`src/ckrl_pkg.sv`:
```
package ckrl_pkg;

    // Decoder phases within one compressed image.
    typedef enum logic [2:0] {
        PH_HEADER = 3'd0,
        PH_COUNT  = 3'd1,
        PH_SKIP   = 3'd2,
        PH_PUTLEN = 3'd3,
        PH_DATA   = 3'd4
    } t_phase;

    // Configuration register indexes.
    localparam logic [1:0] REG_WIDTH  = 2'd0;
    localparam logic [1:0] REG_HEIGHT = 2'd1;
    localparam logic [1:0] REG_KEY    = 2'd2;

    // Reset values of the configuration registers.
    localparam logic [10:0] WIDTH_RESET  = 11'd1024;
    localparam logic [10:0] HEIGHT_RESET = 11'd1024;
    localparam logic [15:0] KEY_RESET    = 16'd0;

    // Live configuration as seen by the decoder.
    typedef struct packed {
        logic [10:0] width;
        logic [10:0] height;
        logic [15:0] key;
    } t_cfg;

    // One frame-store command.
    typedef struct packed {
        logic        overrun;
        logic        image_done;
        logic [15:0] pixel_value;
        logic [10:0] run_length;
        logic [9:0]  out_col;
        logic [9:0]  out_row;
    } t_result;

endpackage

```
`src/ckrl_step.sv`:
```
module ckrl_step #(
    parameter int MAX_WIDTH  = 1024,
    parameter int MAX_HEIGHT = 1024
) (
    input  logic             i_clk,
    input  logic             i_rst_n,
    input  logic             i_accept,
    input  logic [15:0]      i_word,
    input  ckrl_pkg::t_cfg   i_cfg,
    output ckrl_pkg::t_result o_res0,
    output ckrl_pkg::t_result o_res1,
    output logic [1:0]       o_count
);

    localparam logic [12:0] MaxW = 13'(MAX_WIDTH);
    localparam logic [12:0] MaxH = 13'(MAX_HEIGHT);

    ckrl_pkg::t_phase r_phase, n_phase;
    logic [11:0] r_header_left, n_header_left;
    logic [15:0] r_patterns_left, n_patterns_left;
    logic [15:0] r_data_left, n_data_left;
    logic [10:0] r_col, n_col;
    logic [10:0] r_row, n_row;

    logic [10:0] eff_w;
    logic [10:0] eff_h;

    // Clamp the live size registers to the supported range.
    always_comb begin
        eff_w = (i_cfg.width == 11'd0) ? 11'd1 : i_cfg.width;
        if ({2'b00, eff_w} > MaxW) begin
            eff_w = MaxW[10:0];
        end
        eff_h = (i_cfg.height == 11'd0) ? 11'd1 : i_cfg.height;
        if ({2'b00, eff_h} > MaxH) begin
            eff_h = MaxH[10:0];
        end
    end

    logic              prim_v;
    ckrl_pkg::t_result prim;
    logic              pat_end;
    logic              row_end;
    logic              fill_v;
    logic              last_row;
    ckrl_pkg::t_result fill;
    ckrl_pkg::t_result marker;
    logic [11:0]       hl;
    logic [10:0]       room;
    logic [16:0]       col_sum;
    logic [15:0]       pl_dec;
    logic [15:0]       dl_dec;
    logic [10:0]       col_e;

    // Per-word decode: one phase step plus the pattern and row end that it may cause.
    always_comb begin
        n_phase         = r_phase;
        n_header_left   = r_header_left;
        n_patterns_left = r_patterns_left;
        n_data_left     = r_data_left;
        n_col           = r_col;
        n_row           = r_row;
        prim_v          = 1'b0;
        prim            = '0;
        pat_end         = 1'b0;
        row_end         = 1'b0;
        hl              = (r_header_left == 12'd0) ? {eff_h, 1'b0} : r_header_left;
        room            = eff_w - r_col;
        col_sum         = {6'd0, r_col} + {1'b0, i_word};
        pl_dec          = r_patterns_left - 16'd1;
        dl_dec          = r_data_left - 16'd1;

        unique case (r_phase)
            ckrl_pkg::PH_HEADER: begin
                n_header_left = hl - 12'd1;
                if (hl == 12'd1) begin
                    n_phase = ckrl_pkg::PH_COUNT;
                    n_row   = 11'd0;
                    n_col   = 11'd0;
                end
            end
            ckrl_pkg::PH_COUNT: begin
                n_col           = 11'd0;
                n_patterns_left = i_word;
                if (i_word == 16'd0) begin
                    row_end = 1'b1;
                end else begin
                    n_phase = ckrl_pkg::PH_SKIP;
                end
            end
            ckrl_pkg::PH_SKIP: begin
                if (i_word != 16'd0 && r_col < eff_w) begin
                    prim_v           = 1'b1;
                    prim.out_row     = r_row[9:0];
                    prim.out_col     = r_col[9:0];
                    prim.pixel_value = i_cfg.key;
                    if (i_word > {5'd0, room}) begin
                        prim.run_length = room;
                        prim.overrun    = 1'b1;
                    end else begin
                        prim.run_length = i_word[10:0];
                    end
                end
                n_col   = (col_sum > {6'd0, eff_w}) ? eff_w : col_sum[10:0];
                n_phase = ckrl_pkg::PH_PUTLEN;
            end
            ckrl_pkg::PH_PUTLEN: begin
                n_data_left = i_word;
                if (i_word == 16'd0) begin
                    pat_end = 1'b1;
                end else begin
                    n_phase = ckrl_pkg::PH_DATA;
                end
            end
            ckrl_pkg::PH_DATA: begin
                if (r_col < eff_w) begin
                    prim_v           = 1'b1;
                    prim.out_row     = r_row[9:0];
                    prim.out_col     = r_col[9:0];
                    prim.run_length  = 11'd1;
                    prim.pixel_value = i_word;
                    prim.overrun     = (r_data_left > {5'd0, room});
                    n_col            = r_col + 11'd1;
                end
                n_data_left = dl_dec;
                if (dl_dec == 16'd0) begin
                    pat_end = 1'b1;
                end
            end
            default: begin
                n_phase       = ckrl_pkg::PH_HEADER;
                n_header_left = 12'd0;
            end
        endcase

        // Pattern end: count down, and close the row after the last pattern.
        if (pat_end) begin
            n_patterns_left = pl_dec;
            if (pl_dec == 16'd0) begin
                row_end = 1'b1;
            end else begin
                n_phase = ckrl_pkg::PH_SKIP;
            end
        end

        // Row end: fill the remainder, then step to the next row or finish the image.
        col_e    = n_col;
        fill_v   = row_end && (col_e < eff_w);
        last_row = row_end && (({1'b0, r_row} + 12'd1) >= {1'b0, eff_h});

        fill             = '0;
        fill.out_row     = r_row[9:0];
        fill.out_col     = col_e[9:0];
        fill.run_length  = eff_w - col_e;
        fill.pixel_value = i_cfg.key;

        marker             = '0;
        marker.out_row     = r_row[9:0];
        marker.pixel_value = i_cfg.key;

        if (row_end) begin
            n_col = 11'd0;
            if (last_row) begin
                n_phase       = ckrl_pkg::PH_HEADER;
                n_header_left = 12'd0;
                n_row         = 11'd0;
            end else begin
                n_phase = ckrl_pkg::PH_COUNT;
                n_row   = r_row + 11'd1;
            end
        end

        // Order the results; the image-done flag goes on the last one.
        o_res0  = '0;
        o_res1  = '0;
        o_count = 2'd0;
        if (prim_v) begin
            o_res0 = prim;
            if (fill_v) begin
                o_res1            = fill;
                o_res1.image_done = last_row;
                o_count           = 2'd2;
            end else begin
                o_res0.image_done = last_row;
                o_count           = 2'd1;
            end
        end else if (fill_v) begin
            o_res0            = fill;
            o_res0.image_done = last_row;
            o_count           = 2'd1;
        end else if (last_row) begin
            o_res0            = marker;
            o_res0.image_done = 1'b1;
            o_count           = 2'd1;
        end
    end

    // Decoder state advances on every accepted word.
    always_ff @(posedge i_clk) begin
        if (!i_rst_n) begin
            r_phase         <= ckrl_pkg::PH_HEADER;
            r_header_left   <= 12'd0;
            r_patterns_left <= 16'd0;
            r_data_left     <= 16'd0;
            r_col           <= 11'd0;
            r_row           <= 11'd0;
        end else if (i_accept) begin
            r_phase         <= n_phase;
            r_header_left   <= n_header_left;
            r_patterns_left <= n_patterns_left;
            r_data_left     <= n_data_left;
            r_col           <= n_col;
            r_row           <= n_row;
        end
    end

endmodule

```
`src/ckrl_out_fifo.sv`:
```
module ckrl_out_fifo (
    input  logic              i_clk,
    input  logic              i_rst_n,
    input  logic [1:0]        i_wr_count,
    input  ckrl_pkg::t_result i_wr0,
    input  ckrl_pkg::t_result i_wr1,
    output logic              o_room2,
    output logic              o_valid,
    input  logic              i_rd,
    output ckrl_pkg::t_result o_head
);

    ckrl_pkg::t_result r_slot [4];
    logic [1:0] r_wp, n_wp;
    logic [1:0] r_rp, n_rp;
    logic [2:0] r_count, n_count;
    logic       rd_en;

    assign o_valid = (r_count != 3'd0);
    assign o_room2 = (r_count <= 3'd2);
    assign o_head  = r_slot[r_rp];
    assign rd_en   = i_rd && o_valid;

    // Pointer and fill-level bookkeeping.
    always_comb begin
        n_wp    = r_wp + i_wr_count;
        n_rp    = r_rp + {1'b0, rd_en};
        n_count = r_count + {1'b0, i_wr_count} - {2'b00, rd_en};
    end

    always_ff @(posedge i_clk) begin
        if (!i_rst_n) begin
            r_wp    <= 2'd0;
            r_rp    <= 2'd0;
            r_count <= 3'd0;
        end else begin
            r_wp    <= n_wp;
            r_rp    <= n_rp;
            r_count <= n_count;
        end
    end

    // Up to two words are written per cycle at consecutive slots.
    always_ff @(posedge i_clk) begin
        if (i_wr_count != 2'd0) begin
            r_slot[r_wp] <= i_wr0;
        end
        if (i_wr_count == 2'd2) begin
            r_slot[r_wp + 2'd1] <= i_wr1;
        end
    end

endmodule

```
`src/color_key_run_length_sprite_decoder_core.sv`:
```
// Color-key run-length sprite decoder. Each input word is one 16-bit word of the
// compressed stream: 2*height header words, then per row a pattern count and per
// pattern a skip length, an opaque length and the pixel words. Output words are
// frame-store commands (a color-key fill or a one-pixel write); tlast marks the last
// command of an image and tuser flags a run clipped at the row width. The block takes
// one input word per cycle; a word decodes in the cycle it is accepted and its one or
// two commands go into a four-entry result queue, and s_axis_tready drops while that
// queue holds more than two words, so throughput is bound only by the output side,
// which drains one command per cycle. Width and height are clamped to 1..MAX_WIDTH and
// 1..MAX_HEIGHT and are read live; write configuration only while the block is idle.
module color_key_run_length_sprite_decoder_core #(
    parameter int MAX_WIDTH  = 1024,
    parameter int MAX_HEIGHT = 1024
) (
    input  logic        i_clk,
    input  logic        i_rst_n,
    // Configuration write channel.
    input  logic        i_cfg_valid,
    output logic        o_cfg_ready,
    input  logic [1:0]  i_cfg_index,
    input  logic [15:0] i_cfg_data,
    // Compressed stream in.
    input  logic        s_axis_tvalid,
    output logic        s_axis_tready,
    input  logic [15:0] s_axis_tdata,   // [15:0] stream_word
    // Frame-store commands out.
    output logic        m_axis_tvalid,
    input  logic        m_axis_tready,
    output logic [47:0] m_axis_tdata,   // [9:0] out_row, [19:10] out_col,
                                        // [30:20] run_length, [46:31] pixel_value,
                                        // [47] zero
    output logic        m_axis_tlast,   // image_done
    output logic        m_axis_tuser    // overrun
);

    ckrl_pkg::t_cfg    r_cfg;
    ckrl_pkg::t_result res0;
    ckrl_pkg::t_result res1;
    ckrl_pkg::t_result head;
    logic [1:0]        res_count;
    logic [1:0]        wr_count;
    logic              room2;
    logic              in_accept;

    assign o_cfg_ready   = 1'b1;
    assign s_axis_tready = room2;
    assign in_accept     = s_axis_tvalid && room2;
    assign wr_count      = in_accept ? res_count : 2'd0;

    // Configuration registers.
    always_ff @(posedge i_clk) begin
        if (!i_rst_n) begin
            r_cfg.width  <= ckrl_pkg::WIDTH_RESET;
            r_cfg.height <= ckrl_pkg::HEIGHT_RESET;
            r_cfg.key    <= ckrl_pkg::KEY_RESET;
        end else if (i_cfg_valid) begin
            unique case (i_cfg_index)
                ckrl_pkg::REG_WIDTH:  r_cfg.width  <= i_cfg_data[10:0];
                ckrl_pkg::REG_HEIGHT: r_cfg.height <= i_cfg_data[10:0];
                ckrl_pkg::REG_KEY:    r_cfg.key    <= i_cfg_data;
                default: ;
            endcase
        end
    end

    ckrl_step #(
        .MAX_WIDTH  (MAX_WIDTH),
        .MAX_HEIGHT (MAX_HEIGHT)
    ) u_step (
        .i_clk    (i_clk),
        .i_rst_n  (i_rst_n),
        .i_accept (in_accept),
        .i_word   (s_axis_tdata),
        .i_cfg    (r_cfg),
        .o_res0   (res0),
        .o_res1   (res1),
        .o_count  (res_count)
    );

    ckrl_out_fifo u_fifo (
        .i_clk      (i_clk),
        .i_rst_n    (i_rst_n),
        .i_wr_count (wr_count),
        .i_wr0      (res0),
        .i_wr1      (res1),
        .o_room2    (room2),
        .o_valid    (m_axis_tvalid),
        .i_rd       (m_axis_tready),
        .o_head     (head)
    );

    // Pack the head command onto the output bus.
    assign m_axis_tdata = {1'b0, head.pixel_value, head.run_length, head.out_col, head.out_row};
    assign m_axis_tlast = head.image_done;
    assign m_axis_tuser = head.overrun;

endmodule

```
`config.mk`:
```
export PLATFORM = sky130hd
export DESIGN_NAME = color_key_run_length_sprite_decoder_core
export DESIGN_NICKNAME = d
export VERILOG_FILES = /design/src/ckrl_pkg.sv /design/src/ckrl_step.sv /design/src/ckrl_out_fifo.sv /design/src/color_key_run_length_sprite_decoder_core.sv
export SDC_FILE = /design/constraint.sdc
export NUM_CORES = 1
export LEC_CHECK = 0
export BUFFER_PORTS_ARGS = -buffer_cell sky130_fd_sc_hd__clkbuf_2
export CAP_MARGIN = 20
export CELL_PAD_IN_SITES_DETAIL_PLACEMENT = 0
export CELL_PAD_IN_SITES_GLOBAL_PLACEMENT = 2
export CORE_ASPECT_RATIO = 1.1
export CORE_MARGIN = 8
export CORE_UTILIZATION = 45
export CTS_BUF_LIST = sky130_fd_sc_hd__clkbuf_2
export DETAILED_ROUTE_END_ITERATION = 6
export HOLD_SLACK_MARGIN = 0.03
export PLACE_DENSITY_LB_ADDON = 0.12
export SYNTH_ARGS = -nofsm -noshare
export SYNTH_HDL_FRONTEND = slang
export SYNTH_SLANG_ARGS = --single-unit
```
`constraint.sdc`:
```
create_clock -name i_clk -period 15.1 [get_ports i_clk]
set_input_delay 1.51 -clock i_clk [delete_from_list [all_inputs] [get_ports i_clk]]
set_output_delay 1.51 -clock i_clk [all_outputs]
set_load 0.01 [all_outputs]
```
==> out/summary.md <==
The flow ran to the end, and the final reports show no timing, DRC or antenna violations. The netlist area before placement is 19600 um2. The number of instances in the synthesized netlist is 1992. For this run, design rule violations remaining after detail routing come to 0. The largest single stage delay on the critical path is 0.96 ns. The number of setup buffers added after CTS is 0. The first global-routing pass estimated 98.6 mm of wire. For this design the static power due to leakage is 7.65 nW.

The number of optimization iterations in the first detailed-route pass is 5, and the post-synthesis average cell area is 9.82 um2. Clock-pin slew reported for the worst setup and hold paths after clock tree synthesis: 0.11 ns. The floorplan step defined a die boundary enclosing 50400 um2. The detailed router placed 16500 vias in this run.

The run gives 2198 as the net total in the final layout. The worst setup path endpoint is u_fifo.r_slot[3][32]. The area of all placed cells without fillers is 21100 um2. Yosys attributes the largest share of cell area to sky130_fd_sc_hd__edfxtp_1 (29%), sky130_fd_sc_hd__dfxtp_1 (12%), sky130_fd_sc_hd__mux4_2 (5.6%). Relative to the synthesized area, the layout overhead comes to 8.01%.

Measured along the x axis, the die boundary spans 215 um. The filler cells instantiated in the layout total 4152. The tools report the summed negative setup slack over all endpoints as 0 ns.

The run gives 6.33 ns as the post-layout worst setup margin. In this run the tool buffered the top-level ports with 89 buffer cells. The placed instances occupy a cell area of 20400 um2. For this run, the number of Yosys warnings is 0.

For the worst setup path, the data required time is 15.76 ns. The launch point of the worst path was s_axis_tdata[0]. The worst setup path is captured at a flip-flop. The run gives 9.43 ns as the worst path arrival time. For the clock share of power, the log shows 25.3%. The tool flagged a number of max-cap violations equal to 0.

The congestion estimate from routability-driven global placement came to 0.906. Wires add up to 65.0 mm. Sink count of the clock tree: 310. The tightest min-delay check is of the flip-flop to flip-flop type. The max-slew violation count came out at 0. The fraction of post-synthesis cell area in the top cell type by area is 29.5%. After clock tree synthesis, the flow added hold-fix buffers numbering 0. The tools report the distinct cell type count after synthesis as 103. After floorplanning, the core was divided into 80 placement rows. The global-route congestion overflow total came out at 0. Synthesis produced a netlist with a net count of 2122.

The count of endpoints failing hold in the final timing report came out at 0. Wire length per cell: 24.0 um. The run gives 0.0552 mV as the worst-case vdd ir drop. The total chip power was 0.00230 W; the final antenna-violating net count was 0. Cells with a size suffix above 1 make up 16.8% of the layout. The fraction of power spent switching nets is 37.9%, and the total of cells resized after clock tree synthesis is 0. The tree is rooted in a sky130_fd_sc_hd__clkbuf_2.

In this run, synthesis inferred 192 flip-flops with an integrated enable. The tools report the worst flop-to-flop path endpoint as u_fifo.r_slot[3][32]. The critical-path maximum fanout was 48. The library cell with the largest summed area after synthesis is sky130_fd_sc_hd__edfxtp_1. The core region area was 43100 um2.

The worst setup path is of the input pin to flip-flop kind. The most used flip-flop cell after synthesis is sky130_fd_sc_hd__edfxtp_1. The run gives 114 MHz as the achievable frequency.

The reg-to-reg startpoint was u_step.r_col[2]. The number of buffers inserted during clock tree synthesis was 83. The tools report the number of antenna violations at the first check in global routing as 3. The setup slack on the worst flop-to-flop path is 6.40 ns, and the maximum number of pins on one net before global-route repair is 69.

The share of total power dissipated in sequential elements is 42.6%. The critical-path cell with the highest stage delay is sky130_fd_sc_hd__o31ai_2. Using the TritonRoute via totals, the vias-per-cell ratio works out to 6.08. Subtracting the final worst setup slack from the clock period gives 8.77 ns. TritonCTS built the clock tree. Once detailed placement completed, the half-perimeter wirelength came to 47.3 mm. The worst-skew pair later-pin latency was 1.10 ns. Cells fill 49.0% of the core in the end. Of all flip-flops after synthesis, the portion carrying an async set or reset was 0%.

The actual slew at the worst max-slew pin works out to 1.25 ns. The run gives 16300 as the via count of the first global-routing pass. Count of endpoints failing setup in the final report: 0. Setup repair after global routing left no endpoint under its margin. The number of cells traversed by the worst register-to-register path was 26; the number of buffers on the longest clock path was 3.

Once the floorplan was initialized, standard cells occupied 45.3% of the core. For the all-layer global routing usage, the log shows 25.1%. Counting flops and latches in the post-synthesis netlist gives 310. Sequential elements use 41.5% of the synthesized area. The worst setup path is launched from an input pin. The internal power contribution was 0.00142 W; the top-level port count was 92. In this run the tightest slew margin relative to its limit is 16.0%. Power spread over the standard cell area amounts to 109 nW/um2.

CTS built an H-tree with a depth of 3. At the placement stage, the worst setup path has a slack of 5.36 ns. The worst clock skew on the final layout is 0.104 ns, and the part of the power in combinational logic is 32.1%. After layout, the worst path uses 58.1% of the clock period.

In this run the vertical extent of the chip is 235 um. The violation count after the first detailed-route iteration is 1253. In this run the power spent charging and discharging nets is 0.000871 W.
## synthesized netlist by cell type, drive strengths merged (43+ instances only)
library cell and number:
o2bb2ai 56, nand3 50, inv 73, and2 72, dfxtp 118, nor3 50
nand2 197, a21oi 99, nor2b 43, o22ai 88, o21ai 118, mux4 49
ha 87, clkbuf 86, a21boi 44, nor2 119, edfxtp 192
## sequential cells by signal (all words and copies together), names as in the netlist, 3 cells and up
name	cells
u_fifo.r_slot	196
r_cfg	38
u_step.r_data_left	16
u_step.r_patterns_left	16
u_step.r_header_left	12
u_step.r_col	11
u_step.r_row	11
u_fifo.r_count	3
u_step.r_phase	3
## worst max-delay path: cells and delay by family
| kind | cells | cell delay, ns |
|---|---|---|
| compound gates | 15 | 3.99 |
| xor+xnor | 1 | 0.17 |
| fa+ha+maj | 4 | 1.28 |
| buf+inv | 5 | 1.38 |
| simple gates | 3 | 1.01 |
## stage by stage
stage                     instances  hold WS [ns]
after detailed placement       2555         0.441
after floorplan                1992         0.420
after global placement         2555         0.433
after CTS                      2699         0.454
after global routing           2705         0.487
final                          2706         0.458
## cells by family (layout without fill, tap and decap cells)
kind of cell	after synthesis	after routing	synth area share [%]
multiplexers	82	82	7.36
adder cells (fa/ha/maj)	95	95	6.18
XOR/XNOR	50	50	2.24
flip-flops	310	310	41.5
other	2	7	0.0384
buffers and inverters	197	332	4.23
AND/OR/NAND/NOR	673	673	17.8
AO/OA/AOI/OAI	583	583	20.6
## metal layers
layer	track usage [%]	share of wire, %
met2	40.9	47
met1	32.9	44
met4	10.1	3.5
met5	0	0
met3	4.41	5.8
## final cells by class
type / count / area [um2] / area share [%]
multi-input combinational: 1485 / 10600 / 50.3
sequential: 310 / 8130 / 38.5
tap: 574 / 718 / 3.40
timing repair buffer: 111 / 634 / 3.00
clock buffer: 108 / 541 / 2.56
inverter: 77 / 289 / 1.37
clock inverter: 36 / 181 / 0.859
antenna: 5 / 12.5 / 0.0592
## cell usage in the layout, fill, tap and decap left out, types with 8 or more instances in the layout
| master | instances |
|---|---|
| sky130_fd_sc_hd__nor3_1 | 48 |
| sky130_fd_sc_hd__nor2b_1 | 43 |
| sky130_fd_sc_hd__ha_1 | 87 |
| sky130_fd_sc_hd__nand3_1 | 46 |
| sky130_fd_sc_hd__mux4_2 | 49 |
| sky130_fd_sc_hd__nand2b_1 | 14 |
| sky130_fd_sc_hd__and3_1 | 18 |
| sky130_fd_sc_hd__o21a_1 | 19 |
| sky130_fd_sc_hd__a32o_1 | 12 |
| sky130_fd_sc_hd__edfxtp_1 | 192 |
| sky130_fd_sc_hd__buf_4 | 20 |
| sky130_fd_sc_hd__clkinv_1 | 26 |
| sky130_fd_sc_hd__a21boi_0 | 44 |
| sky130_fd_sc_hd__xor2_1 | 14 |
| sky130_fd_sc_hd__a211oi_1 | 16 |
| sky130_fd_sc_hd__and2_1 | 72 |
| sky130_fd_sc_hd__nand3b_1 | 15 |
| sky130_fd_sc_hd__a31oi_1 | 21 |
| sky130_fd_sc_hd__inv_1 | 71 |
| sky130_fd_sc_hd__a21oi_1 | 97 |
| sky130_fd_sc_hd__a21o_1 | 20 |
| sky130_fd_sc_hd__o21ai_1 | 8 |
| sky130_fd_sc_hd__o21ai_0 | 104 |
| sky130_fd_sc_hd__mux2i_1 | 29 |
| sky130_fd_sc_hd__a22oi_1 | 10 |
| sky130_fd_sc_hd__o22ai_1 | 88 |
| sky130_fd_sc_hd__nor2_1 | 112 |
| sky130_fd_sc_hd__dfxtp_1 | 116 |
| sky130_fd_sc_hd__nor4_1 | 19 |
| sky130_fd_sc_hd__nand2_1 | 190 |
| sky130_fd_sc_hd__or3_1 | 13 |
| sky130_fd_sc_hd__o211ai_1 | 8 |
| sky130_fd_sc_hd__or2_2 | 12 |
| sky130_fd_sc_hd__o2bb2ai_1 | 56 |
| sky130_fd_sc_hd__nand4_1 | 24 |
| sky130_fd_sc_hd__clkbuf_2 | 196 |
| sky130_fd_sc_hd__xnor2_1 | 36 |
## how the worst min path moves through the flow
| stage | startpoint | to | slack [ns] | depth (start not counted) |
|---|---|---|---|---|
| after CTS | u_fifo.r_slot[1][48] | u_fifo.r_slot[1][48] | 0.45 | 2 |
| after global routing | u_fifo.r_slot[1][48] | u_fifo.r_slot[1][48] | 0.49 | 2 |
| after global placement | u_fifo.r_slot[1][48] | u_fifo.r_slot[1][48] | 0.43 | 2 |
| final | u_fifo.r_slot[1][48] | u_fifo.r_slot[1][48] | 0.46 | 2 |
| after detailed placement | u_fifo.r_slot[1][48] | u_fifo.r_slot[1][48] | 0.44 | 2 |
| after floorplan | u_fifo.r_slot[2][48] | u_fifo.r_slot[2][48] | 0.42 | 2 |
## power groups by stage
stage / sequential (W) / combinational, W / clock [W]
finish: 0.000977 / 0.000737 / 0.000581
global route: 0.000984 / 0.000812 / 0.000638
CTS: 0.000977 / 0.000743 / 0.000594
detailed placement: 0.000997 / 0.000741 / 0
global placement: 0.000995 / 0.000739 / 0
floorplan: 0.000972 / 0.000539 / 0
No activity file was read; power rests on OpenSTA's default activity.
